$ cat config.mk
export PLATFORM = sky130hd
export DESIGN_NAME = rffa_front
export DESIGN_NICKNAME = d
export VERILOG_FILES = /design/src/rffa_pkg.sv /design/src/rffa_front.sv
export SDC_FILE = /design/constraint.sdc
export NUM_CORES = 1
export LEC_CHECK = 0
export BUFFER_PORTS_ARGS = -buffer_cell sky130_fd_sc_hd__buf_2
export CELL_PAD_IN_SITES_DETAIL_PLACEMENT = 0
export CELL_PAD_IN_SITES_GLOBAL_PLACEMENT = 1
export CORE_AREA = 2 2 242 244
export CTS_CLUSTER_DIAMETER = 60
export CTS_CLUSTER_SIZE = 24
export DETAILED_ROUTE_END_ITERATION = 10
export DIE_AREA = 0 0 244 246
export PLACE_DENSITY = 0.57
export SYNTH_ARGS = -nofsm -noshare
export SYNTH_HDL_FRONTEND = slang
export SYNTH_SLANG_ARGS = --single-unit
$ cat constraint.sdc
create_clock -name clock -period 8.9 [get_ports clock]
set_clock_uncertainty 0.1 [all_clocks]
set_input_delay 1.78 -clock clock [delete_from_list [all_inputs] [get_ports clock]]
set_output_delay 1.78 -clock clock [all_outputs]
set_load 0.1 [all_outputs]
$ cat src/rffa_pkg.sv
package rffa_pkg;

   localparam int QUEUE_DEPTH_DEFAULT = 4;

   typedef struct packed {
      logic signed [31:0] particle_x;
      logic signed [31:0] particle_y;
      logic signed [31:0] particle_z;
      logic signed [31:0] base_force_x;
      logic signed [31:0] base_force_y;
      logic signed [31:0] base_force_z;
      logic signed [31:0] center_x;
      logic signed [31:0] center_y;
      logic signed [31:0] center_z;
      logic        [30:0] radius;
      logic signed [31:0] strength;
      logic               last_field;
   } req_type;

   typedef struct packed {
      logic signed [31:0] force_x;
      logic signed [31:0] force_y;
      logic signed [31:0] force_z;
   } rsp_type;

   // One classified field item as handed from the front to the back.
   typedef struct packed {
      logic                     first;
      logic                     last;
      logic                     apply;
      logic [2:0]               dneg;
      logic [2:0][30:0]         dabs;
      logic [30:0]              radius;
      logic signed [31:0]       strength;
      logic [2:0][31:0]         base;
   } entry_type;

   typedef struct packed {
      logic full;
      logic empty;
   } queue_status_type;

   typedef struct packed {
      logic busy;
      logic finishing;
   } back_status_type;

endpackage

$ cat src/rffa_front.sv
module rffa_front (
   input  logic              clock,
   input  logic              reset,
   input  logic              req_valid,
   output logic              req_stall,
   input  rffa_pkg::req_type req_data,
   input  rffa_pkg::queue_status_type q_status,
   output logic              push,
   output rffa_pkg::entry_type push_entry
);
   import rffa_pkg::*;

   logic               run_open_ff;
   logic signed [32:0] dx, dy, dz;
   logic        [32:0] ax, ay, az;
   logic        [32:0] r_ext;

   assign req_stall = q_status.full;
   assign push      = req_valid && !req_stall;

   always_comb begin
      dx    = 33'(req_data.center_x) - 33'(req_data.particle_x);
      dy    = 33'(req_data.center_y) - 33'(req_data.particle_y);
      dz    = 33'(req_data.center_z) - 33'(req_data.particle_z);
      ax    = dx[32] ? 33'(-dx) : 33'(dx);
      ay    = dy[32] ? 33'(-dy) : 33'(dy);
      az    = dz[32] ? 33'(-dz) : 33'(dz);
      r_ext = {2'b00, req_data.radius};

      push_entry.first   = !run_open_ff;
      push_entry.last    = req_data.last_field;
      // A field can only reach the particle if every axis offset is inside the radius.
      push_entry.apply   = (req_data.radius != 31'd0) && (ax < r_ext) && (ay < r_ext)
                           && (az < r_ext);
      push_entry.dneg    = {dz[32], dy[32], dx[32]};
      push_entry.dabs[0] = ax[30:0];
      push_entry.dabs[1] = ay[30:0];
      push_entry.dabs[2] = az[30:0];
      push_entry.radius  = req_data.radius;
      push_entry.strength = req_data.strength;
      push_entry.base[0] = req_data.base_force_x;
      push_entry.base[1] = req_data.base_force_y;
      push_entry.base[2] = req_data.base_force_z;
   end

   always_ff @(posedge clock) begin
      if (reset) begin
         run_open_ff <= 1'b0;
      end else if (push) begin
         run_open_ff <= !req_data.last_field;
      end
   end

endmodule

==> flow_summary.json, run 1 <==
{
  "max_cap_violations": 0,
  "synth_common_cells": "ha_1 (189), inv_1 (164), buf_4 (163)",
  "top_regs": "run_open_ff: 1 flops",
  "synth.avg_cell_area_um2": 6.79,
  "tightest_slew_ps": 883,
  "dp_hpwl_um": 50800,
  "synthCells": 1778,
  "nNetsFinal": 2936,
  "regMostFlops": "run_open_ff",
  "worstSetupPathType": "in -> out",
  "grt_max_degree": 20,
  "critPathLaunchType": "input port",
  "rsz0062_at_grt": "true",
  "drtIter0Drc": 716,
  "ys_warn_count": 0,
  "wl_per_cell_um": 17.8,
  "cp_data_arrival_time_ps": 7120,
  "vdd_drop_max_mv": 0.227,
  "synth.distinct_cells": 94,
  "drv_slew": 0,
  "numPortBuffers": 359,
  "drc": 0,
  "die_w_um": 244,
  "core_area_um2": 57400,
  "synth_nets": 2327,
  "setup_viol": 1,
  "drive_gt1_share_pct": 43.4,
  "met3_usage_pct": 2.33,
  "final.period_utilization_pct": 101,
  "synth_area_leaders": "ha_1 (20%), buf_4 (10%), xnor2_1 (6.8%)",
  "cts.reportedPaths.clkPinSlew_ps": 0,
  "place_ws_ps": -451,
  "violations": "negative setup slack",
  "grt_overflow": 0,
  "setup_slack_ps": -96.3,
  "synthArstFlopShare_pct": 0,
  "synth_top_area_share_pct": 19.6,
  "place_congestion": 0.878,
  "critical_path.max_fanout": 3,
  "syn2layout_area_growth_pct": 55.1,
  "status": "finished, violations left",
  "use_met1_pct": 22.7,
  "grt.busiest_layer": "met2",
  "vias": 14745,
  "insertion_delay_ps": 0,
  "min_path_cells": 2,
  "critical_path_required_ps": 7020,
  "synthesis.area_um2": 12100,
  "wl_um": 56200,
  "initial_core_util_pct": 21.0,
  "period_needed_ps": 9000,
  "detail_route.first_pass.iterations": 6,
  "ys_ff_latch": 1,
  "reg2regPathDepth": 2,
  "stdcell_area_um2": 18700,
  "vias_per_cell": 4.68,
  "die-area_um2": 60000,
  "endpoint_kind": "output pin",
  "track_usage_pct": 17.8,
  "dpl_cell_area_um2": 18200,
  "fmax_mhz": 111,
  "fillers": 6129,
  "synth_seq_area_share_pct": 0.166,
  "largest_reg_flops": 1,
  "slew_headroom_pct": 40.4,
  "io_pins": 617,
  "grt_pass1_vias": 14951,
  "yosys.area.top_type": "ha_1",
  "fp.dieH_um": 246,
  "leakagePower_nw": 9.12,
  "whs_ps": 392,
  "postRouteAntennaNets": 0,
  "met2_usage_pct": 31.5,
  "grt_pass1_wl_um": 84400,
  "synth_flop_cell": "dfxtp_1",
  "antenna_found_initial": 3,
  "row_count": 88,
  "hold_violations": 0,
  "synth_edf_count": 0,
  "hold_path.class": "reg -> reg",
  "final_util_pct": 32.6,
  "synthMostInstantiatedCell": "ha_1",
  "power_density_nw_per_um2": 187
}
[cells in the final DEF (no fill, tap or decap), drive strengths merged, types with 6 or more instances in the layout]
master and count:
xor2 58, or2 7, o21bai 6, ha 189, xnor2 94, o221ai 7, nor3 28, a21boi 6
a41oi 8, o311ai 6, nand3b 6, o22ai 6, buf 824, nand4 50, or3 23, o21a 25
a31oi 21, a21oi 155, o211ai 15, and3 15, nor2 110, nand2 133, nor3b 8, and2 18
or4 11, o21ai 108, inv 165, a21o 55, nand3 36, o31ai 22, nor2b 23, a221oi 6
a211oi 27, nand2b 16, nor4 13, o2111ai 6
[routing by layer]
metal	vias to the layer above	wire, um
met3	73	2930
met4	0	1490
met1	6778	25100
met2	431	26700
li1	7463	-
met5	-	0
[area by class of cell]
type | count | area [um2] | share of cell area [%]
Antenna cell | 2 | 5.00 | 0.0268
Tap cell | 765 | 957 | 5.12
Timing Repair Buffer | 824 | 5350 | 28.6
Inverter | 166 | 638 | 3.41
Multi-Input combinational cell | 1394 | 11700 | 62.8
Sequential cell | 1 | 20.0 | 0.107
[final timing paths]
| path | start | slack [ps] | end |
|---|---|---|---|
| worst max-delay path | req_data[96] | -100 | push_entry[255] |
| worst min-delay path | run_open_ff | 390 | run_open_ff |
| worst max register to register | run_open_ff | 8150 | run_open_ff |
| worst min register to register | run_open_ff | 390 | run_open_ff |
[per-stage QoR]
step                cells  power, W  setup TNS (ps)
finish               3152   0.00349           -96.3
CTS                  3147   0.00350            -118
detailed placement   3118   0.00345            -451
floorplan            1778   0.00266            -662
global placement     3118   0.00342            -436
global route         3152   0.00372            -369
[worst max-delay path, cell delays in order]
cell and delay (ps):
buf_2 100, inv_1 50, ha_2 180, inv_1 50, fa_2 370, a21oi_2 140, o21ai_1 80, a21oi_2 190
xnor2_2 100, or3_4 370, nand4bb_4 220, or3b_4 420, or4_4 530, o41ai_4 360, xnor2_4 220, ha_4 250
a21o_1 150, a21o_1 170, a21oi_1 150, o22ai_1 90, nor3_1 220, o311ai_1 160, a31o_2 260, nor4_4 130
buf_4 180, buf_12 170
[kinds of logic after synthesis]
group	Yosys count	synth area share [%]
xor gates and xnor gates	152	11.0
buffers and inverters	383	17.2
adders and majority gates	192	20.1
and+or+nand+nor	512	22.0
AOI/OAI and AO/OA	532	29.0
muxes	6	0.519
DFF	1	0.166
[report_power, final]
group | switching [W] | internal [W] | total (W) | leakage, nW
Combinational | 0.00232 | 0.00117 | 0.00349 | 9.12
Clock | 0 | 0.0000000000302 | 0.0000000000302 | 0.0000127
Sequential | 0.000000136 | 0.00000488 | 0.00000501 | 0.00826
[timing repair]
item,CTS,global route
setup buffers,29,3
hold buffers,0,0
endpoints found under the hold margin,0,0
resized for setup,32,27
setup endpoints to repair,1,1
pin swaps,33,16
No activity file was read; power rests on OpenSTA's default activity.
==> inputs of run 2 (changes only) <==
--- a/config.mk
+++ b/config.mk
@@ -13,7 +13,7 @@
 export CTS_CLUSTER_SIZE = 24
 export DETAILED_ROUTE_END_ITERATION = 10
 export DIE_AREA = 0 0 244 246
-export PLACE_DENSITY = 0.57
+export PLACE_DENSITY = 0.7
 export SYNTH_ARGS = -nofsm -noshare
 export SYNTH_HDL_FRONTEND = slang
 export SYNTH_SLANG_ARGS = --single-unit
==> flow_summary.json, run 2 (same netlist as run 1, synthesis figures left out) <==
{
  "status": "finished, violations left",
  "violations": "negative setup slack",
  "drc": 0,
  "setup_viol": 1,
  "max_stage_delay_ps": 500,
  "power_density_nw_per_um2": 186,
  "antennaDiodeCount": 0,
  "core_area_um2": 57400,
  "vias_per_cell": 4.73,
  "detail_route.first_pass.iterations": 5,
  "setup_slack_ps": -95.6,
  "slew_headroom_pct": 45.6,
  "endpoint_kind": "output pin",
  "insertion_delay_ps": 0,
  "grt_pass1_wl_um": 86700,
  "largest_reg_flops": 1,
  "critical_path_required_ps": 7020,
  "wl_per_cell_um": 18.4,
  "regArea_um2": 20.0,
  "hold_path.class": "reg -> reg",
  "worstSetupPathType": "in -> out",
  "critPathLaunchType": "input port",
  "grt_overflow": 0,
  "cp.depth": 34,
  "die_w_um": 244,
  "dp_hpwl_um": 52400,
  "top_regs": "run_open_ff: 1 flops",
  "vdd_drop_max_mv": 0.183,
  "leakagePower_nw": 9.22,
  "track_usage_pct": 18.4,
  "syn2layout_area_growth_pct": 56.9,
  "row_count": 88,
  "drive_gt1_share_pct": 44.6,
  "path_buf_inv": 21,
  "crit_family": "buffers and inverters",
  "cts.reportedPaths.clkPinSlew_ps": 0,
  "place_congestion": 0.880,
  "whs_ps": 390,
  "reg2regPathDepth": 2,
  "antenna_found_initial": 1,
  "nNetsFinal": 2947,
  "hold_violations": 0,
  "final.period_utilization_pct": 101,
  "drv_slew": 0,
  "grt_max_degree": 16,
  "min_path_cells": 2,
  "fillers": 6144,
  "cp_data_arrival_time_ps": 7120,
  "multiInputGateArea_um2": 11900,
  "die-area_um2": 60000,
  "numPortBuffers": 359,
  "grt_pass1_vias": 15294,
  "regMostFlops": "run_open_ff",
  "layout_common_cells": "buf_4 (474), buf_2 (357), ha_1 (170)",
  "cp_slowest_cell": "or4_4",
  "drtIter0Drc": 557,
  "max_cap_violations": 0,
  "wl_um": 58200,
  "tightest_slew_ps": 806,
  "initial_core_util_pct": 21.0,
  "dpl_cell_area_um2": 18200,
  "fmax_mhz": 111,
  "io_pins": 617,
  "period_needed_ps": 9000,
  "fp.dieH_um": 246,
  "stdcell_area_um2": 18900,
  "vias": 14962,
  "path_common_cell": "buf_4",
  "rsz0062_at_grt": "true",
  "final_common_cell": "buf_4",
  "critical_path.max_fanout": 4,
  "postRouteAntennaNets": 0
}
==> run 2: cell count changes in the layout (fill, tap and decap cells not counted), sizes merged <==
cell   before  now
buf       824  835
diode       2    0
==> run 2: cell type report <==
class	instances	share of cell area, %
inverters	166	3.37
multi-input cells	1394	62.8
flip-flops and latches	1	0.106
well taps	765	5.06
repair buffers	835	28.7
==> run 2: worst register-to-register path, stage by stage, from the launching register on <==
cell and delay [ps]:
dfxtp_1 310, nor2_1 50, a211oi_1 190
==> run 2: power breakdown <==
part,switching [W],leakage [nW],total [W],internal [W]
Combinational,0.00234,9.21,0.00352,0.00119
Clock,0,0,0,0
Sequential,0.000000141,0.00826,0.00000502,0.00000488
Total,0.00234,9.22,0.00353,0.00119
==> run 2: worst paths after layout <==
| kind | startpoint | to | slack (ps) |
|---|---|---|---|
| min reg2reg | run_open_ff | run_open_ff | 390 |
| min | run_open_ff | run_open_ff | 390 |
| max | req_data[64] | push_entry[255] | -100 |
| max reg2reg | run_open_ff | run_open_ff | 8160 |
==> run 2: metal layers <==
metal	track usage (%)	part of all wire, %
met5	0	0
met4	3.86	2.4
met3	1.57	4.2
met2	34.1	50
met1	23.1	44
==> run 2: what timing repair did <==
item,CTS,global route
cloned,0,0
setup buffers,33,10
resized for setup,40,45
endpoints found under the setup margin,1,1
hold buffers,0,0
pin swaps,49,14
==> run 2: metrics by stage <==
step,worst slack (ps),TNS [ps],util [%],cells,total power [W]
final,-95.6,-95.6,33.0,3161,0.00353
after global placement,-339,-339,31.7,3119,0.00343
after detailed placement,-343,-343,31.7,3119,0.00346
after global routing,-292,-292,33.0,3161,0.00375
after CTS,-85.6,-85.6,32.5,3151,0.00351
after floorplan,-662,-662,-,1778,0.00266
