[src/rffa_pkg.sv]
package rffa_pkg;

   localparam int QUEUE_DEPTH_DEFAULT = 4;

   typedef struct packed {
      logic signed [31:0] particle_x;
      logic signed [31:0] particle_y;
      logic signed [31:0] particle_z;
      logic signed [31:0] base_force_x;
      logic signed [31:0] base_force_y;
      logic signed [31:0] base_force_z;
      logic signed [31:0] center_x;
      logic signed [31:0] center_y;
      logic signed [31:0] center_z;
      logic        [30:0] radius;
      logic signed [31:0] strength;
      logic               last_field;
   } req_type;

   typedef struct packed {
      logic signed [31:0] force_x;
      logic signed [31:0] force_y;
      logic signed [31:0] force_z;
   } rsp_type;

   // One classified field item as handed from the front to the back.
   typedef struct packed {
      logic                     first;
      logic                     last;
      logic                     apply;
      logic [2:0]               dneg;
      logic [2:0][30:0]         dabs;
      logic [30:0]              radius;
      logic signed [31:0]       strength;
      logic [2:0][31:0]         base;
   } entry_type;

   typedef struct packed {
      logic full;
      logic empty;
   } queue_status_type;

   typedef struct packed {
      logic busy;
      logic finishing;
   } back_status_type;

endpackage

[src/rffa_back.sv]
module rffa_back (
   input  logic                       clock,
   input  logic                       reset,
   input  rffa_pkg::queue_status_type q_status,
   input  rffa_pkg::entry_type        head,
   output logic                       pop,
   output logic                       rsp_valid,
   input  logic                       rsp_stall,
   output rffa_pkg::rsp_type          rsp_data,
   output rffa_pkg::back_status_type  status
);
   import rffa_pkg::*;

   localparam logic [2:0] ST_IDLE = 3'd0;
   localparam logic [2:0] ST_SQ   = 3'd1;
   localparam logic [2:0] ST_SQRT = 3'd2;
   localparam logic [2:0] ST_MUL  = 3'd3;
   localparam logic [2:0] ST_DIV  = 3'd4;
   localparam logic [2:0] ST_ADD  = 3'd5;
   localparam logic [2:0] ST_FIN  = 3'd6;

   logic [2:0]         state_ff;
   logic [4:0]         cnt_ff;
   logic [1:0]         phase_ff;
   entry_type          ent_ff;
   logic signed [31:0] acc_ff [3];
   logic [61:0]        p_ff;
   logic [63:0]        sum_ff;
   logic [63:0]        rem_ff, root_ff, bit_ff;
   logic [30:0]        d_ff;
   logic [31:0]        mag_ff;
   logic [30:0]        dvr_ff, drem_ff;
   logic [31:0]        dq_ff;
   logic               rsp_valid_ff;
   rsp_type            rsp_data_ff;

   logic [31:0]        mul_a, mul_b, sabs;
   logic [63:0]        prod;
   logic [63:0]        root_try, rem_in, root_in;
   logic [31:0]        div_sh, div_diff;
   logic               div_ge;
   logic [1:0]         axis;
   logic signed [33:0] q_signed, acc_sum;
   logic signed [31:0] acc_sat;
   logic               rsp_load;

   assign pop              = (state_ff == ST_IDLE) && !q_status.empty;
   assign rsp_valid        = rsp_valid_ff;
   assign rsp_data         = rsp_data_ff;
   assign status.busy      = (state_ff != ST_IDLE);
   assign status.finishing = (state_ff == ST_FIN);
   assign rsp_load         = (state_ff == ST_FIN) && ent_ff.last
                             && (!rsp_valid_ff || !rsp_stall);

   always_comb begin
      sabs = ent_ff.strength[31] ? 32'(-ent_ff.strength) : 32'(ent_ff.strength);
      axis = phase_ff - 2'd1;
      mul_a = '0;
      mul_b = '0;
      if (state_ff == ST_SQ) begin
         case (cnt_ff[1:0])
            2'd0:    begin mul_a = {1'b0, ent_ff.dabs[0]}; mul_b = {1'b0, ent_ff.dabs[0]}; end
            2'd1:    begin mul_a = {1'b0, ent_ff.dabs[1]}; mul_b = {1'b0, ent_ff.dabs[1]}; end
            2'd2:    begin mul_a = {1'b0, ent_ff.dabs[2]}; mul_b = {1'b0, ent_ff.dabs[2]}; end
            default: begin mul_a = {1'b0, ent_ff.radius};  mul_b = {1'b0, ent_ff.radius};  end
         endcase
      end else if (phase_ff == 2'd0) begin
         mul_a = sabs;
         mul_b = {1'b0, ent_ff.radius - d_ff};
      end else begin
         mul_a = mag_ff;
         mul_b = {1'b0, ent_ff.dabs[axis]};
      end
      prod = 64'(mul_a) * 64'(mul_b);

      // One step of the bit-pair square root.
      root_try = root_ff + bit_ff;
      if (rem_ff >= root_try) begin
         rem_in  = rem_ff - root_try;
         root_in = (root_ff >> 1) + bit_ff;
      end else begin
         rem_in  = rem_ff;
         root_in = root_ff >> 1;
      end

      // One step of the restoring divide; the partial remainder stays below the divisor.
      div_sh   = {drem_ff, dq_ff[31]};
      div_ge   = div_sh >= {1'b0, dvr_ff};
      div_diff = div_sh - {1'b0, dvr_ff};

      q_signed = (ent_ff.strength[31] ^ ent_ff.dneg[axis]) ? -{2'b00, dq_ff}
                                                           :  {2'b00, dq_ff};
      acc_sum  = 34'(acc_ff[axis]) + q_signed;
      if (acc_sum > 34'sd2147483647) begin
         acc_sat = 32'sh7FFFFFFF;
      end else if (acc_sum < -34'sd2147483648) begin
         acc_sat = 32'sh80000000;
      end else begin
         acc_sat = acc_sum[31:0];
      end
   end

   always_ff @(posedge clock) begin
      if (reset) begin
         state_ff     <= ST_IDLE;
         rsp_valid_ff <= 1'b0;
         cnt_ff       <= '0;
         phase_ff     <= '0;
         acc_ff[0]    <= '0;
         acc_ff[1]    <= '0;
         acc_ff[2]    <= '0;
      end else begin
         if (rsp_load) begin
            rsp_valid_ff <= 1'b1;
         end else if (!rsp_stall) begin
            rsp_valid_ff <= 1'b0;
         end
         case (state_ff)
            ST_IDLE: begin
               if (!q_status.empty) begin
                  ent_ff <= head;
                  if (head.first) begin
                     acc_ff[0] <= head.base[0];
                     acc_ff[1] <= head.base[1];
                     acc_ff[2] <= head.base[2];
                  end
                  cnt_ff   <= '0;
                  state_ff <= head.apply ? ST_SQ : ST_FIN;
               end
            end
            ST_SQ: begin
               p_ff <= prod[61:0];
               case (cnt_ff[2:0])
                  3'd0:    sum_ff <= '0;
                  3'd1:    sum_ff <= {2'b00, p_ff};
                  default: sum_ff <= sum_ff + {2'b00, p_ff};
               endcase
               cnt_ff <= (cnt_ff == 5'd4) ? '0 : cnt_ff + 1'b1;
               // When cnt_ff reaches 4, p_ff holds the squared radius.
               if (cnt_ff == 5'd4) begin
                  if ((sum_ff < {2'b00, p_ff}) && (sum_ff != '0)) begin
                     rem_ff   <= sum_ff;
                     root_ff  <= '0;
                     bit_ff   <= 64'd1 << 62;
                     state_ff <= ST_SQRT;
                  end else begin
                     state_ff <= ST_FIN;
                  end
               end
            end
            ST_SQRT: begin
               rem_ff  <= rem_in;
               root_ff <= root_in;
               bit_ff  <= bit_ff >> 2;
               cnt_ff  <= cnt_ff + 1'b1;
               if (cnt_ff == 5'd31) begin
                  d_ff     <= root_in[30:0];
                  phase_ff <= 2'd0;
                  state_ff <= ST_MUL;
               end
            end
            ST_MUL: begin
               drem_ff  <= prod[62:32];
               dq_ff    <= prod[31:0];
               dvr_ff   <= (phase_ff == 2'd0) ? ent_ff.radius : d_ff;
               cnt_ff   <= '0;
               state_ff <= ST_DIV;
            end
            ST_DIV: begin
               drem_ff <= div_ge ? div_diff[30:0] : div_sh[30:0];
               dq_ff   <= {dq_ff[30:0], div_ge};
               cnt_ff  <= cnt_ff + 1'b1;
               if (cnt_ff == 5'd31) begin
                  if (phase_ff == 2'd0) begin
                     mag_ff   <= {dq_ff[30:0], div_ge};
                     phase_ff <= 2'd1;
                     state_ff <= ST_MUL;
                  end else begin
                     state_ff <= ST_ADD;
                  end
               end
            end
            ST_ADD: begin
               acc_ff[axis] <= acc_sat;
               if (phase_ff == 2'd3) begin
                  state_ff <= ST_FIN;
               end else begin
                  phase_ff <= phase_ff + 1'b1;
                  state_ff <= ST_MUL;
               end
            end
            ST_FIN: begin
               if (!ent_ff.last) begin
                  state_ff <= ST_IDLE;
               end else if (rsp_load) begin
                  rsp_data_ff.force_x <= acc_ff[0];
                  rsp_data_ff.force_y <= acc_ff[1];
                  rsp_data_ff.force_z <= acc_ff[2];
                  state_ff            <= ST_IDLE;
               end
            end
            default: state_ff <= ST_IDLE;
         endcase
      end
   end

endmodule

[config.mk]
export PLATFORM = sky130hd
export DESIGN_NAME = rffa_back
export DESIGN_NICKNAME = d
export VERILOG_FILES = /design/src/rffa_pkg.sv /design/src/rffa_back.sv
export SDC_FILE = /design/constraint.sdc
export NUM_CORES = 2
export LEC_CHECK = 0
export BUFFER_PORTS_ARGS = -buffer_cell sky130_fd_sc_hd__clkbuf_2
export CELL_PAD_IN_SITES_DETAIL_PLACEMENT = 1
export CELL_PAD_IN_SITES_GLOBAL_PLACEMENT = 1
export CORE_UTILIZATION = 40
export CTS_CLUSTER_DIAMETER = 100
export DETAILED_ROUTE_END_ITERATION = 6
export PLACE_DENSITY_LB_ADDON = 0.1
export SYNTH_ARGS = -nofsm -noshare
export SYNTH_HDL_FRONTEND = slang
export SYNTH_SLANG_ARGS = --single-unit
[constraint.sdc]
create_clock -name clock -period 20.4 [get_ports clock]
set_input_delay 3.06 -clock clock [delete_from_list [all_inputs] [get_ports clock]]
set_output_delay 3.06 -clock clock [all_outputs]
set_load 0.01 [all_outputs]
==> results.sh <==
export IMPL_routed_wl_mm=347
export IMPL_rsz0062_at_grt="false"
export IMPL_grt_util_met1_pct=41.3
export IMPL_ys_async_sr_fraction_pct=0
export IMPL_synth_ff_type="edfxtp_1"
export IMPL_dieArea_mm2=0.218
export IMPL_netlist_area_mm2=0.0863
export IMPL_grtUsageMet3_pct=5.21
export IMPL_finClkSkew_ns=0.0542
export IMPL_grt_max_degree=103
export IMPL_drc=1
export IMPL_cts_setup_buffers=0
export IMPL_grtUsageMet2_pct=52.0
export IMPL_grt_pass1_vias=74600
export IMPL_ys_warn_count=0
export IMPL_clkSinkCount=838
export IMPL_fin_crit_ns=13.11
export IMPL_grt_pass1_wl_mm=506
export IMPL_timing_final_hold_violations=0
export IMPL_cts_max_level=3
export IMPL_ios=363
export IMPL_insertion_delay_ns=0.79
export IMPL_grt_total_usage_pct=31.8
export IMPL_synthesis_nets=10900
export IMPL_slew_headroom_pct=3.70
export IMPL_drt_iter0_drc=6009
export IMPL_root_buffer="clkbuf_16"
export IMPL_synth_edf_count=827
export IMPL_synth_area_per_cell_um2=9.46
export IMPL_slew_violations=0
export IMPL_cp_max_fo=59
export IMPL_end_kind="register"
export IMPL_cts_clk_slew_worst_paths_ns=0.06
export IMPL_num_vias=70400
export IMPL_setup_viol=0
export IMPL_synth_top_cell_area_share_pct=28.8
export IMPL_critPathRequiredTime_ns=21.00
export IMPL_cpPeakStageDelay_ns=0.98
export IMPL_regArea_mm2=0.0251
export IMPL_status="complete, but fails checks"
export IMPL_port_buffers=361
export IMPL_slowest_stage="a21o_1"
export IMPL_synth_common_cells="inv_1, nand2_1, fa_1, edfxtp_1, nor2_1"
export IMPL_die_height_um=466
export IMPL_worstMarginPinSlew_ns=1.44
export IMPL_final_antenna_net_count=0
export IMPL_synthTopCellsByArea="edfxtp_1, fa_1, ha_1"
export IMPL_top_usage_layer="met2"
export IMPL_min_path_type="register to register"
export IMPL_fp_dieW_um=466
export IMPL_critPathMostFrequentCell="fa_1"
export IMPL_final_nets=11100
export IMPL_synth_cell_types=99
export IMPL_postCtsHoldBufs=0
export IMPL_cts_made_buffers=96
export IMPL_multi_input_area_mm2=0.0548
export IMPL_first_pass_iters=7
export IMPL_synth_seq_cells=838
export IMPL_antenna_found_initial=63
export IMPL_start_kind="register"
export IMPL_via_per_inst=5.75
export IMPL_core_area_mm2=0.214
export IMPL_initial_utilization_pct=40.2
export IMPL_synth_top_area_cell="edfxtp_1"
export IMPL_max_freq_mhz=76.3
export IMPL_cts_max_path_buffers=3
export IMPL_gp_congestion=1.12
export IMPL_violations="DRC"
export IMPL_grt_overflow_total=0
export IMPL_syn_inst=9116
export IMPL_worstPathArrival_ns=13.71
export IMPL_fp_row_count=170
export IMPL_cts_tree="done"
export IMPL_min_period_over_period_pct=64.2
export IMPL_synth_most_common_cell="inv_1"
export IMPL_maxCapViolCount=0
export IMPL_layout_drive_gt1_share_pct=9.18
export IMPL_fillCellCount=24500
export IMPL_fin_setup_tns_ns=0
export IMPL_yosysSeqAreaShare_pct=29.0
export IMPL_synthToLayoutAreaGrowth_pct=9.75
export IMPL_hpwlAfterDp_mm=276
export IMPL_wl_per_cell_um=28.4
export IMPL_crit_type="register to register"
export IMPL_cts_repair_resized=0
==> layout by cell type (no fill, tap or decap), types with 56 or more instances in the layout <==
| master | netlist | layout |
|---|---|---|
| o21a_1 | 59 | 58 |
| o31ai_1 | 59 | 58 |
| edfxtp_1 | 827 | 827 |
| a211oi_1 | 69 | 69 |
| nor3_1 | 71 | 67 |
| fa_1 | 871 | 871 |
| and3_1 | 83 | 83 |
| clkbuf_2 | 0 | 361 |
| inv_1 | 1300 | 1298 |
| a21oi_1 | 453 | 448 |
| nand2_1 | 1123 | 1121 |
| o21bai_1 | 83 | 81 |
| a221o_1 | 101 | 101 |
| nor2_1 | 801 | 793 |
| nor2b_1 | 65 | 63 |
| clkbuf_16 | 0 | 97 |
| buf_4 | 10 | 164 |
| and2_1 | 79 | 76 |
| o21ai_0 | 441 | 436 |
| nand4_1 | 83 | 83 |
| a31oi_1 | 86 | 86 |
| nor4_1 | 57 | 56 |
| ha_1 | 645 | 643 |
| a21o_1 | 202 | 202 |
| xor2_1 | 170 | 169 |
| xnor2_1 | 257 | 257 |
| nand3_1 | 78 | 78 |
==> cell type report <==
type	count	share of cell area, %
clock inverter	62	0.777
tap	2838	3.75
timing repair buffer	526	3.23
sequential	838	26.5
antenna	35	0.0925
inverter	1302	5.17
multi-input combinational	6525	57.9
clock buffer	118	2.65
==> cells by family after synthesis <==
logic type / count (synthesis) / synth area share, %
adders and majority gates: 1516 / 29.6
AOI/OAI and AO/OA: 1862 / 14.2
xor gates and xnor gates: 428 / 4.37
muxes: 91 / 1.56
and+or+nand+nor: 2628 / 13.5
DFF: 838 / 29.0
buffers and inverters: 1753 / 7.75
==> stage by stage <==
step           worst slack [ns]  util (%)  area [um^2]  std cells  hold slack (ns)
6_report                   7.29      44.2        94700      12200            0.415
5_1_grt                    7.08      44.1        94600      12200            0.437
4_1_cts                    7.41      44.1        94600      12200            0.426
3_5_place_dp               7.46      42.6        91300      12000            0.429
3_3_place_gp               7.52      42.6        91300      12000            0.424
2_1_floorplan              4.40         -        86300       9116            0.421
==> state kept, by name, summed over array words and instances, names as in the netlist <==
register and cells:
acc_ff 128, bit_ff 32, cnt_ff 5, d_ff 31
dq_ff 32, drem_ff 31, dvr_ff 31, ent_ff 160
mag_ff 32, p_ff 62, phase_ff 2, rem_ff 64
root_ff 64, rsp_data 96, rsp_valid 1, state_ff 3
sum_ff 64
==> final timing paths <==
check | start | cells after the start | end | slack (ns)
setup reg to reg | phase_ff[0]$_SDFFE_PP0P_ | 32 | drem_ff[11]$_DFFE_PP_ | 7.29
setup / recovery | phase_ff[0]$_SDFFE_PP0P_ | 32 | drem_ff[11]$_DFFE_PP_ | 7.29
hold reg to reg | acc_ff[2][17]$_DFFE_PP_ | 0 | rsp_data[17]$_DFFE_PP_ | 0.41
hold / removal | acc_ff[2][17]$_DFFE_PP_ | 0 | rsp_data[17]$_DFFE_PP_ | 0.41
==> critical path: cells and delay by family (launching register included) <==
kind	cells	cell delay, ns
buffers and inverters	7	1.85
XOR/XNOR	1	0.71
AND/OR/NAND/NOR	9	1.66
AO/OA/AOI/OAI	5	2.97
flip-flops	1	0.49
adder cells (fa/ha/maj)	10	5.12
==> metal layers <==
layer  share of wire, %  vias to the layer above
li1                   -                    31200
met1                 42                    36400
met2                 47                     2280
met3                6.5                      493
met4                4.8                       14
met5              0.027                        -
Power is not shown: default switching activity piles up to over one toggle a cycle in this logic, so the estimate is an artifact.
