<file path="config.mk">
export PLATFORM = sky130hd
export DESIGN_NAME = rffa_queue
export DESIGN_NICKNAME = d
export VERILOG_FILES = /design/src/rffa_pkg.sv /design/src/rffa_queue.sv
export SDC_FILE = /design/constraint.sdc
export NUM_CORES = 1
export LEC_CHECK = 0
export BUFFER_PORTS_ARGS = -buffer_cell sky130_fd_sc_hd__buf_2
export CORE_ASPECT_RATIO = 0.5
export CORE_UTILIZATION = 38
export CTS_CLUSTER_DIAMETER = 100
export DETAILED_ROUTE_END_ITERATION = 16
export GPL_ROUTABILITY_DRIVEN = 0
export REMOVE_ABC_BUFFERS = 1
export SYNTH_ARGS = -nofsm -noshare
export SYNTH_HDL_FRONTEND = slang
export SYNTH_SLANG_ARGS = --single-unit
</file>
<file path="constraint.sdc">
create_clock -name clock -period 10.1 [get_ports clock]
set_input_delay 0.505 -clock clock [delete_from_list [all_inputs] [get_ports clock]]
set_output_delay 0.505 -clock clock [all_outputs]
set_load 0.005 [all_outputs]
</file>
<file path="src/rffa_pkg.sv">
package rffa_pkg;

   localparam int QUEUE_DEPTH_DEFAULT = 4;

   typedef struct packed {
      logic signed [31:0] particle_x;
      logic signed [31:0] particle_y;
      logic signed [31:0] particle_z;
      logic signed [31:0] base_force_x;
      logic signed [31:0] base_force_y;
      logic signed [31:0] base_force_z;
      logic signed [31:0] center_x;
      logic signed [31:0] center_y;
      logic signed [31:0] center_z;
      logic        [30:0] radius;
      logic signed [31:0] strength;
      logic               last_field;
   } req_type;

   typedef struct packed {
      logic signed [31:0] force_x;
      logic signed [31:0] force_y;
      logic signed [31:0] force_z;
   } rsp_type;

   // One classified field item as handed from the front to the back.
   typedef struct packed {
      logic                     first;
      logic                     last;
      logic                     apply;
      logic [2:0]               dneg;
      logic [2:0][30:0]         dabs;
      logic [30:0]              radius;
      logic signed [31:0]       strength;
      logic [2:0][31:0]         base;
   } entry_type;

   typedef struct packed {
      logic full;
      logic empty;
   } queue_status_type;

   typedef struct packed {
      logic busy;
      logic finishing;
   } back_status_type;

endpackage

</file>
<file path="src/rffa_queue.sv">
module rffa_queue #(
   parameter int DEPTH = rffa_pkg::QUEUE_DEPTH_DEFAULT
) (
   input  logic                       clock,
   input  logic                       reset,
   input  logic                       push,
   input  rffa_pkg::entry_type        push_entry,
   input  logic                       pop,
   output rffa_pkg::entry_type        head,
   output rffa_pkg::queue_status_type status
);
   import rffa_pkg::*;

   localparam int PW = (DEPTH > 1) ? $clog2(DEPTH) : 1;
   localparam int CW = $clog2(DEPTH + 1);

   entry_type        slot_ff [DEPTH];
   logic [PW-1:0]    wr_ptr_ff, rd_ptr_ff;
   logic [CW-1:0]    count_ff;

   assign head         = slot_ff[rd_ptr_ff];
   assign status.full  = (count_ff == CW'(DEPTH));
   assign status.empty = (count_ff == '0);

   always_ff @(posedge clock) begin
      if (push) begin
         slot_ff[wr_ptr_ff] <= push_entry;
      end
   end

   always_ff @(posedge clock) begin
      if (reset) begin
         wr_ptr_ff <= '0;
         rd_ptr_ff <= '0;
         count_ff  <= '0;
      end else begin
         if (push) begin
            wr_ptr_ff <= (wr_ptr_ff == PW'(DEPTH - 1)) ? '0 : wr_ptr_ff + 1'b1;
         end
         if (pop) begin
            rd_ptr_ff <= (rd_ptr_ff == PW'(DEPTH - 1)) ? '0 : rd_ptr_ff + 1'b1;
         end
         if (push && !pop) begin
            count_ff <= count_ff + 1'b1;
         end else if (pop && !push) begin
            count_ff <= count_ff - 1'b1;
         end
      end
   end

endmodule

</file>
==> metrics list, run 1 <==
- Hold Crit Endpoint: slot_ff[3][191]
- After synthesis, the netlist uses 20 different library cells.
- Summing every instance area after synthesis gives between 0.03 and 0.04 mm².
- Buffers placed on the I/O ports in this run total about 520.
- After synthesis the netlist holds a flip-flop and latch count of between 1000 and 1500.
- Among all stages on the critical path, the largest delay is contributed by sky130_fd_sc_hd__buf_4.
- For this configuration, the core starts out at a cell density of around two fifths.
- The clock period could shrink to between 3000 and 4000 ps.
- Together, buffers and inverters on the worst path number 3.
- For the worst setup path, the data required time is 9600 ps.
* Max rail drop VDD: between 0.1 and 0.15 mV
- Vias/cell: 4.92
- Setup WS pre-CTS: 6610 ps
- Entering global routing, the biggest net connects between 100 and 150 pins.
* Width of the chip: 450 µm
- Global routing finished with a remaining overflow of 0.
- Dividing the synthesized area by the synthesized cell count gives roughly 27 µm².
- Largest fanout on the critical path: between 100 and 150
* Clock tree from TritonCTS: built
- Once detail routing completed, the nets flagged for antenna violations numbered 0.
- Seq. cell area: about 0.031 mm²
* Critical path capture point type: output pin
- CTS H-tree lvls: 3
- STA classifies the critical path startpoint as a register.
- The number of antenna violations at the first check in global routing is 14.
- Resize count post-CTS: 0
- Number of buffers inserted during clock tree synthesis: 92
- Max-cap violations in this run came to 0.
- The first detailed-routing pass ran for 5 iterations.
- Slew Limit Fails: 0
* I/O pin count: approximately 520
- After technology mapping, the gate count stands at approximately 1400.
* Wire length of the first global-routing pass: around 120000 µm
- Clock latency on the worst-skew pair: between 600 and 700 ps
* Post-synth top area share: between 80% and 90%
* Total number of yosys warnings: 0
* Share of synthesized area occupied by flip-flops and latches: about 82%
- Max Fclk: roughly 250 MHz
- For the pin with the worst max-slew slack, the measured transition is 954 ps.
- Result of the run: finished clean
- In this run the cell area measured after placement is approximately 0.042 mm².
- After clock tree synthesis, the setup repair step added 0 buffers.
- Dividing the detail-routed wire length by the instance count gives ~24 µm.
* Final Instance Area: approximately 0.046 mm²
* Number of hold buffers added after CTS: about 110
- Post-detailed-route DRC marker count: 0
- Dividing the final minimum period by the clock period gives between 30% and 40%.
- Via count: between 15000 and 20000
- Final clock skew: 26.2 ps
* Core Region: 0.0985 mm²
* Fillers: between 8000 and 9000
- Hold Path Depth: 1
- The min-delay analysis places its worst path in the category primary input to register.
- The number of global-route vias before repair came to around 18000.
* Worst flop-to-flop path endpoint: slot_ff[2][53]
- At the worst endpoint, the arrival time is about 3500 ps.
- Depth of the worst register-to-register path: 5
- The kind of cell with the highest combined delay along the critical path is buffers and inverters.
* Final number of hold-violating endpoints: 0
* DRT iter0 DRCs: 1179
- Aggregate global-route resource usage: around 16%
- The multi-input combinational cells in the finished layout cover a total of 0.00649 mm².
- Count of final setup violators: 0
- The largest total area in the synthesized netlist belongs to sky130_fd_sc_hd__edfxtp_1.
* Synth top area cells: sky130_fd_sc_hd__edfxtp_1, sky130_fd_sc_hd__mux4_2, sky130_fd_sc_hd__mux4_1
- Area Growth Syn to Fin: 21.5%
* Slew headroom: a little over a third
* Clock root buffer: sky130_fd_sc_hd__clkbuf_16
- For this run, the slowest stage of the critical path takes roughly 740 ps.
- The routed design has around 84000 µm of wire.
- Die Footprint: approximately 0.10 mm²
- Post-layout worst setup margin: approximately 6000 ps
- The wire-length estimate of the detail-placed layout is around 51000 µm.
- Clock-pin slew was measured on the worst setup and hold paths at approximately 70 ps.
* Worst-case clock buffer depth: 3
- The worst register-to-register path begins at wr_ptr_ff[0].
* Cell leakage power: about 0.016 µW
- Class of the most critical setup path: register to output pin
* Unrepaired setup endpoints after global routing: no
* Critical Path, Cell by Cell: buf_12, buf_4, mux4_2, buf_2
- The net count of the finished layout is around 2300.
* Reg-to-reg slack, setup: roughly 6900 ps
* # rows: slightly above 80
- Pwr Density: between 200 and 250 mW/mm²
- The tree built by TritonCTS fans out to ~1000 sinks.
* Critical hold path startpoint: push_entry[191]
* Chip height: between 200 and 250 µm
- Fraction of layout cells with a size suffix above 1: a little under two fifths
-- layer usage --
metal | wire (µm) | share of wire, % | up-vias | global-route usage [%]
met5 | 32 | 0.038 | - | 0
li1 | - | - | 7577 | -
met1 | 31900 | 38 | 9105 | 19.0
met2 | 45800 | 55 | 343 | 29.0
met4 | 2810 | 3.4 | 4 | 6.50
met3 | 2980 | 3.6 | 151 | 3.13
-- synthesized netlist by cell type --
library cell and count:
sky130_fd_sc_hd__mux4_1 113, sky130_fd_sc_hd__mux2i_1 4, sky130_fd_sc_hd__buf_8 3, sky130_fd_sc_hd__and2_1 4
sky130_fd_sc_hd__fa_1 1, sky130_fd_sc_hd__nor3b_1 2, sky130_fd_sc_hd__clkbuf_1 5, sky130_fd_sc_hd__xor2_1 2
sky130_fd_sc_hd__or3_1 1, sky130_fd_sc_hd__inv_1 4, sky130_fd_sc_hd__mux4_2 145, sky130_fd_sc_hd__dfxtp_1 9
sky130_fd_sc_hd__nor3_1 1, sky130_fd_sc_hd__edfxtp_1 1032, sky130_fd_sc_hd__buf_2 27, sky130_fd_sc_hd__o21ai_0 1
sky130_fd_sc_hd__nor2_1 7, sky130_fd_sc_hd__a21oi_1 2, sky130_fd_sc_hd__buf_6 23, sky130_fd_sc_hd__ha_1 6
-- registers in the layout, indices dropped and copies added, names as in the netlist, named ones only --
signal     flops
count_ff       3
slot_ff     1032
wr_ptr_ff      2
rd_ptr_ff      2
-- metrics by stage --
step           cells  utilization (%)  total power, µW  hold slack [ps]  setup TNS [ps]
2_1_floorplan   1334                -             5560              460         -160980
3_3_place_gp    3201             42.8             5840              487               0
3_5_place_dp    3201             42.8             5850              489               0
4_1_cts         3482             47.0             9450           0.0311               0
5_1_grt         3489             47.0             9650             8.07               0
6_report        3490             47.0             9320             50.2               0
-- worst max-delay path by stage --
stage / startpoint / to / cells past startpoint
2_1_floorplan: register / head[100] / 1
3_3_place_gp: push / slot_ff[2][31] / 4
3_5_place_dp: push / slot_ff[2][198] / 4
4_1_cts: register / head[60] / 4
5_1_grt: register / head[54] / 4
6_report: register / head[235] / 4
-- placed cells by master, fill, tap and decap left out, drive strengths merged --
cell and n:
dfxtp 9, clkinv 44, or3 1, bufinv 10, ha 6, clkinvlp 2
clkbuf 110, fa 1, and2 4, a21oi 2, nor2 7, o21ai 1
nor3 1, xor2 2, edfxtp 1032, buf 539, diode 8, inv 10
mux2i 4, nor3b 2, dlygate4sd3 109, mux4 258
-- final cells by class --
type                       count  area share, %
inverter                       4         0.0324
tap                         1328           3.59
antenna                        8         0.0432
clock buffer                 110           5.25
clock inverter                62           1.28
sequential                  1041           67.3
multi-input combinational    289           14.0
timing repair buffer         648           8.47
-- worst reg2reg max path, delay by kind of cell, from the launching register on --
family | cells | cell delay [ps]
fa+ha+maj | 1 | 140
buf+inv | 3 | 1770
flops | 1 | 350
simple gates | 1 | 540
-- cell families (layout without fill, tap and decap cells) --
kind of cell | after synthesis | count (layout) | share of synthesized area, %
multiplexers | 262 | 262 | 16.5
buffers and inverters | 62 | 824 | 1.24
AND/OR/NAND/NOR | 15 | 15 | 0.203
AO/OA/AOI/OAI | 3 | 3 | 0.0394
flip-flops | 1041 | 1041 | 81.8
XOR/XNOR | 2 | 2 | 0.0460
adder cells (fa/ha/maj) | 7 | 7 | 0.249
other | 0 | 8 | 0
-- power by group --
group          total [µW]  internal [µW]  switching, µW
clock network        3550           1990           1560
registers            5000           4950           47.3
logic                 769            357            412
No activity file was read; power rests on OpenSTA's default activity.
==> run 2: changes to the inputs <==
--- a/config.mk
+++ b/config.mk
@@ -5,6 +5,7 @@
 export SDC_FILE = /design/constraint.sdc
 export NUM_CORES = 1
 export LEC_CHECK = 0
+export ABC_AREA = 1
 export BUFFER_PORTS_ARGS = -buffer_cell sky130_fd_sc_hd__buf_2
 export CORE_ASPECT_RATIO = 0.5
 export CORE_UTILIZATION = 38
==> constraint.sdc (replaced) <==
create_clock -name clock -period 3.2 [get_ports clock]
set_input_delay 0.16 -clock clock [delete_from_list [all_inputs] [get_ports clock]]
set_output_delay 0.16 -clock clock [all_outputs]
set_load 0.005 [all_outputs]
==> run 2 against run 1 <==
The flow now finishes with violations (DRC); design area increased by 4.4%; critical path type unchanged; sequential power increased to 3.1 times the previous value; non-clock buffer count grew 189; setup slack worse by 5800 ps; core utilization up 1.9 points; sequential share of layout area down 2.8 points; synthesized cell count is 83% higher; wire length increased by 17%; via count increased by 40%; first-iteration DRC count rose by 58%; largest power group unchanged.
==> metrics list, run 2 <==
* Result of the run: complete, but fails checks
- Violations in the final reports: DRC
* Share of async-settable or async-resettable flops after synthesis: 0%
- In this run the remaining antenna-violating nets after routing total 0.
* Critical path capture point type: output pin
- By startpoint and endpoint, the worst setup path is classified as register to output pin.
* Most area-hungry cell type in the Yosys netlist: sky130_fd_sc_hd__edfxtp_1
- Post-layout worst setup margin: around 360 ps
- The cell sitting at the root of the clock tree is a sky130_fd_sc_hd__clkbuf_16.
- The worst-case IR drop observed on VDD is between 0.3 and 0.4 mV.
- Total number of yosys warnings: 0
* Cell family contributing the most delay on the critical path: buffers and inverters
- Min Clock Period, post-route: 2840 ps
- Final clock skew: between 15 and 20 ps
* Max Fclk: 353 MHz
- Delay of the slowest critical-path stage: 500 ps
* Post-detail-place hpwl: between 50000 and 60000 µm
- Post-route non-filler standard cell count: about 4700
- Final hold analysis gives a worst-case slack of 219 ps.
- The synthesized design devotes to its leading area cell type between 80 and 90% of total area.
- Number of setup buffers added after CTS: 0
- The worst register-to-register path ends at slot_ff[2][120].
- Clock transition at the register clock pins on the worst setup and hold paths after CTS: approximately 70 ps
- The first global-routing pass estimated ~140000 µm of wire.
- The critical path goes through inv_8, buf_12, o21ai_0, o22ai_1, buf_2.
- The register with the most flip-flops in the final layout is slot_ff.
- Logic gate share of total power: between 10% and 20%
- Remaining Overflow, GRT: 0
- Dpl cells: 4286
- Setup repair after global routing left no endpoint under its margin.
- The floorplan step defined a core boundary enclosing between 0.09 and 0.1 mm².
- The worst hold path belongs to the class primary input to register.
* Required time of the critical path: approximately 3000 ps
- Number of buffers inserted during clock tree synthesis: 94
* EDFF count, synth: between 1000 and 1500
- Gates resized during post-CTS repair numbered 0.
- Depth of the worst register-to-register path: 5
- Along the worst path, the maximum fanout reaches 74.
- From left edge to right edge, the die measures between 400 and 500 µm.
* DRT iter0 DRCs: approximately 1900
* Via count: 24100
- Launching point of the worst reg2reg path: wr_ptr_ff[0]
* Worst-case clock buffer depth: 3
* Buffers plus inverters on the worst setup path: 3
- Fillers: 8378
- The worst setup path is launched from a register.
- Count of buffers from port buffering: ~520
- The register with the most flip-flops in the layout has between 1000 and 1500 of them.
- Clock share of power: 37.6%
- Main flop type after synthesis: sky130_fd_sc_hd__edfxtp_1
- Antenna violations before repair: 7
- Clock latency on the worst-skew pair: between 600 and 700 ps
* Cell Int Power: about 23000 µW
- Sorting the synthesized cells by how often they occur yields sky130_fd_sc_hd__edfxtp_1, sky130_fd_sc_hd__nor2_1, sky130_fd_sc_hd__o21ai_0, sky130_fd_sc_hd__o22ai_1, sky130_fd_sc_hd__clkbuf_1.
- The worst hold path begins at push_entry[228].
- Setup WS pre-CTS: 959 ps
- Total wire length after detailed routing: slightly below 100000 µm
- Fraction of layout cells with a size suffix above 1: a little over a fifth
* Pwr Density: 623 mW/mm²
- Setup violations remaining at the end of the flow were counted as 0.
* Max cap viols: 0
- After detailed routing, the average wire length per cell comes to 20.7 µm.
* # rows: just over 80
- Unique cell type count in the Yosys netlist: 21
- The finished cells cover 0.0483 mm².
- Global routing used a little under a fifth of the available tracks.
* Switching share of power: between 20% and 30%
- From bottom edge to top edge, the die measures 227 µm.
- Cell leakage power: ~0.017 µW
- Part of the power in registers: between 50% and 60%
- For this run, design rule violations remaining after detail routing come to 5.
- The worst hold path passes through 2 cells.
* Length of the first detailed-routing pass in iterations: 12
- For this design, the slowest cell found on the critical path is sky130_fd_sc_hd__dfxtp_4.
- Summed over all failing endpoints, the final setup total negative slack is 0 ps.
- Clock Sink Count: about 1000
- Number of storage elements in the synthesis netlist: between 1000 and 1500
- Critical Path AT: roughly 2700 ps
- Entering global routing, the biggest net connects about 170 pins.
- Most common library cell in the layout ignoring fill and taps: sky130_fd_sc_hd__edfxtp_1
* Post-route clock period utilization: roughly nine tenths
- Share of synthesized area occupied by flip-flops and latches: between 80% and 90%
- In the layout the commonest cells are sky130_fd_sc_hd__edfxtp_1, sky130_fd_sc_hd__nor2_1, sky130_fd_sc_hd__buf_2.
* Hold Crit Endpoint: slot_ff[2][228]
- The number of hold buffers added after CTS was 262.
- The number of hold-slack violations in the final timing report is 0.
- CTS H-tree lvls: 3
- Starting Density: 38.8%
- The cell count after synthesis came out at between 2000 and 3000.
- Slew Limit Fails: 0
* Biggest registers after layout: slot_ff x1032, count_ff x3
- Reg-to-reg slack, setup: ~1200 ps
- Compared with the post-synthesis result, the final layout area differs by 26.0%.
- Clock tree from TritonCTS: built
* Vias in the first global route: about 23000
- Using the TritonRoute via totals, the vias-per-cell ratio works out to ~5.1.
- The mapped netlist covers between 0.03 and 0.04 mm².
- Summed over all nets, the switching power comes to between 7000 and 8000 µW.
- In the post-synthesis netlist, the biggest area contributors are sky130_fd_sc_hd__edfxtp_1, sky130_fd_sc_hd__o21ai_0, sky130_fd_sc_hd__nor2_1.
- In this run the tightest slew margin relative to its limit is between 40% and 50%.
- After synthesis, the mean cell area works out to between 15 and 20 µm².
* Dominant cell by count in the synthesized netlist: sky130_fd_sc_hd__edfxtp_1
- I/O pin count: around 520
- Die Footprint: about 0.10 mm²
- For the pin with the worst max-slew slack, the measured transition is 898 ps.
- Nets: approximately 3600
- The placed instances occupy a cell area of 0.0426 mm².
## run 2: how the worst max path moves through the flow
stage / startpoint / end / slack [ps] / depth (start not counted)
6_report: register / head[193] / 360 / 5
5_1_grt: register / head[193] / 240 / 5
4_1_cts: register / head[193] / 230 / 5
3_5_place_dp: register / head[193] / 960 / 5
3_3_place_gp: register / head[193] / 930 / 5
2_1_floorplan: register / head[0] / -15240 / 3
## run 2: cell families (layout without fill, tap and decap cells)
group / Yosys count / in the layout / share of synthesized area (%)
compound gates: 780 / 780 / 11.0
simple gates: 538 / 538 / 5.29
buf+inv: 187 / 1025 / 2.15
other cells: 0 / 7 / 0
xor+xnor: 1 / 1 / 0.0228
fa+ha+maj: 7 / 7 / 0.248
flops: 1041 / 1041 / 81.3
## run 2: through the flow
step	power, µW	utilization, %
floorplan	17400	-
global placement	18800	43.1
detailed placement	18800	43.1
CTS	30400	48.9
global route	31200	48.9
finish	30100	48.9
## run 2: layout make-up
| cell class | count | area (µm²) | area share [%] |
|---|---|---|---|
| Tap cell | 1328 | 1660 | 3.44 |
| Clock buffer | 108 | 2430 | 5.02 |
| Sequential cell | 1041 | 31200 | 64.5 |
| Antenna cell | 7 | 17.5 | 0.0362 |
| Inverter | 16 | 105 | 0.217 |
| Timing Repair Buffer | 837 | 5950 | 12.3 |
| Clock inverter | 64 | 649 | 1.34 |
| Multi-Input combinational cell | 1326 | 6360 | 13.2 |
## run 2: power groups by stage
stage	Combinational (µW)	Sequential (µW)	Clock [µW]
after floorplan	1210	16200	0
after global placement	2780	16000	0
after detailed placement	2820	16000	0
after CTS	3120	15700	11600
after global routing	3330	15800	12100
final	3060	15700	11300
## run 2: worst reg2reg max path: cells and delay by family, from the launching register on
family                     cells  cell delay [ps]
and+or+nand+nor                1              130
buffers and inverters          3             1030
adders and majority gates      1              140
DFF                            1              340
## run 2: routing by layer
| metal | GRT usage [%] | routed length [µm] |
|---|---|---|
| met1 | 21.9 | 38000 |
| met4 | 8.35 | 4180 |
| met5 | 0 | 0 |
| met3 | 2.84 | 3270 |
| met2 | 33.2 | 52300 |
==> run 3: changes to the inputs <==
--- a/config.mk
+++ b/config.mk
@@ -5,7 +5,6 @@
 export SDC_FILE = /design/constraint.sdc
 export NUM_CORES = 1
 export LEC_CHECK = 0
-export ABC_AREA = 1
 export BUFFER_PORTS_ARGS = -buffer_cell sky130_fd_sc_hd__buf_2
 export CORE_ASPECT_RATIO = 0.5
 export CORE_UTILIZATION = 38
==> run 3 against run 2 <==
The run now ends clean; first-iteration DRC count is 48% lower; fmax rose by 0.79%; core utilization down 0.12 points; cell count down 23%; critical path type unchanged; largest power group unchanged; highest routed layer is now met5.
==> metrics list, run 3 (synthesis results as in run 1) <==
- The flow ran to the end, and the final reports show no timing, DRC or antenna violations.
- Of the available clock period, the critical path in the final layout requires between 80 and 90%.
* Final clock skew: 28.7 ps
- Fill cells in the final layout number between 8000 and 9000.
- Critical Path AT: approximately 2700 ps
* Number of setup buffers added after CTS: 0
- The first routing iteration left between 900 and 1000 violations.
- At the later pin of the worst-skew pair, clock insertion delay measures between 600 and 700 ps.
* Net switching power: between 6000 and 7000 µW
* Resize count post-CTS: 0
* Slew Limit Fails: 0
* Clock transition at the register clock pins on the worst setup and hold paths after CTS: 70 ps
- After detailed routing, the average wire length per cell comes to 23.5 µm.
- Chip height: about 230 µm
- The die covers roughly 0.10 mm².
- In this run, the combinational gates consume under 10% of the power.
- The number of antenna violations at the first check in global routing is 5.
* I/O pin count: around 520
- Post-detailed-route DRC marker count: 0
- The register with the most flip-flops in the layout has between 1000 and 1500 of them.
- Final Total Pwr: between 20000 and 30000 µW
- The count of nets left with antenna violations once routing finished came out at 0.
* Total wire length after detailed routing: approximately 86000 µm
* Clock tree from TritonCTS: built
- Unrepaired setup endpoints after global routing: no
* Remaining Overflow, GRT: 0
- Cell leakage power: around 0.016 µW
* Buffers plus inverters on the worst setup path: 3
- After detailed placement, the design holds a cell count of approximately 3200.
- Via count: 18000
* Top library cells by usage in the layout, fill and taps aside: sky130_fd_sc_hd__edfxtp_1, sky130_fd_sc_hd__buf_2, sky130_fd_sc_hd__dlygate4sd3_1
- In this run switching power makes up 22.2% of total power.
- Vias in the first global route: around 19000
* CP max stage cell: sky130_fd_sc_hd__mux4_1
* Class of the most critical setup path: register to output pin
- Hold slack final: approximately 220 ps
- Clock share of power: between 30 and 40%
- Critical Path, Cell by Cell: buf_12, buf_4, mux4_1, buf_2
- Aggregate global-route resource usage: between 10% and 20%
- Measured along the x axis, the die boundary spans ~450 µm.
- The HPWL after detailed placement is 54000 µm.
- The area growth from synthesis to layout is 26.1%.
* Largest fanout on the critical path: 40
- Clock Sink Count: between 1000 and 1500
* Most common library cell in the layout ignoring fill and taps: sky130_fd_sc_hd__edfxtp_1
- Nets: 2523
- Required time of the critical path: a little over 3000 ps
* Cell family contributing the most delay on the critical path: buffers and inverters
- Max rail drop VDD: between 0.4 and 0.5 mV
* Number of buffers inserted during clock tree synthesis: 92
- More flip-flops sit in one register than any other, and that register is slot_ff.
- Worst-case clock buffer depth: 3
- Part of the power in registers: about 54%
* Count of buffers from port buffering: between 500 and 600
- Across the run, the number of max-cap violations was 0.
- Setup slack on the critical path of the routed design comes to around 390 ps.
* Delay of the slowest critical-path stage: 600 ps
- Clock root buffer: sky130_fd_sc_hd__clkbuf_16
* Largest net degree at the start of global routing: between 90 and 100
- Cell Int Power: 22800 µW
- Kind of launch point of the worst setup path: register
- Final number of hold-violating endpoints: 0
- Number of hold buffers added after CTS: around 260
* Fraction of layout cells with a size suffix above 1: approximately 36%
* Setup WS pre-CTS: between 1000 and 1500 ps
- Actual slew at the worst max-slew pin: ~710 ps
- After routing, the total negative slack on setup checks comes to 0 ps.
- The largest registers in the layout are slot_ff x1032, count_ff x3.
- Critical path capture point type: output pin
- The first global-routing pass estimated ~120000 µm of wire.
- Min Clock Period, post-route: between 2000 and 3000 ps
- # rows: 81
- CTS H-tree lvls: 3
- For this design the ratio of total power to cell area is ~600 mW/mm².
- Setup violations remaining at the end of the flow were counted as 0.
- Excluding fillers, the count of instances in the completed layout stands at between 3000 and 4000.
- The first TritonRoute pass finished after 5 iterations.
* Core Region: 0.0985 mm²
- Starting Density: roughly two fifths
* Slew headroom: between 50% and 60%
- Vias/cell: just under 5
* Max Fclk: 355 MHz
- Path category of the worst min-delay check: primary input to register
run 3: changes by cell type in the layout (fill, tap and decap cells not counted), moves of 8 or more:
| cell | change |
|---|---|
| sky130_fd_sc_hd__buf_4 | -8 |
| sky130_fd_sc_hd__nor2_1 | -517 |
| sky130_fd_sc_hd__mux4_1 | +113 |
| sky130_fd_sc_hd__mux4_2 | +145 |
| sky130_fd_sc_hd__o22ai_1 | -258 |
| sky130_fd_sc_hd__o21ai_0 | -513 |
| sky130_fd_sc_hd__nand2_1 | -8 |
run 3: path summary, 6_finish.rpt:
check,start,endpoint,slack [ps],cells after the start
min reg2reg,count_ff[2],count_ff[2],510,2
max reg2reg,wr_ptr_ff[0],slot_ff[2][221],1170,4
min,push_entry[120],slot_ff[2][120],220,2
max,register,head[218],390,4
run 3: cell type report:
class | instances | area [µm²] | area share, %
tap | 1328 | 1660 | 3.46
antenna | 3 | 7.51 | 0.0156
sequential | 1041 | 31200 | 64.8
timing repair buffer | 826 | 5830 | 12.1
multi-input combinational | 289 | 6490 | 13.5
inverter | 4 | 15.0 | 0.0312
clock inverter | 54 | 482 | 1.00
clock buffer | 112 | 2420 | 5.03
run 3: power groups by stage:
| stage | logic [µW] | registers, µW | clock network (µW) |
|---|---|---|---|
| 6_report | 2690 | 15800 | 10900 |
| 5_1_grt | 2880 | 15800 | 11600 |
| 4_1_cts | 2780 | 15800 | 11200 |
| 3_5_place_dp | 2480 | 16100 | 0 |
| 3_3_place_gp | 2450 | 16000 | 0 |
| 2_1_floorplan | 1250 | 16300 | 0 |
run 3: per-layer routing:
metal	vias up	track usage, %	wire length [µm]
li1	7917	-	-
met1	9606	19.2	32800
met2	320	30.9	47500
met3	144	3.35	2830
met4	2	5.82	2870
met5	-	0	13
run 3: stage by stage:
step                      cell area (µm²)  utilization [%]
after floorplan                     37700                -
after global placement              42500             43.2
after detailed placement            42500             43.2
after CTS                           48100             48.8
after global routing                48100             48.8
final                               48100             48.8
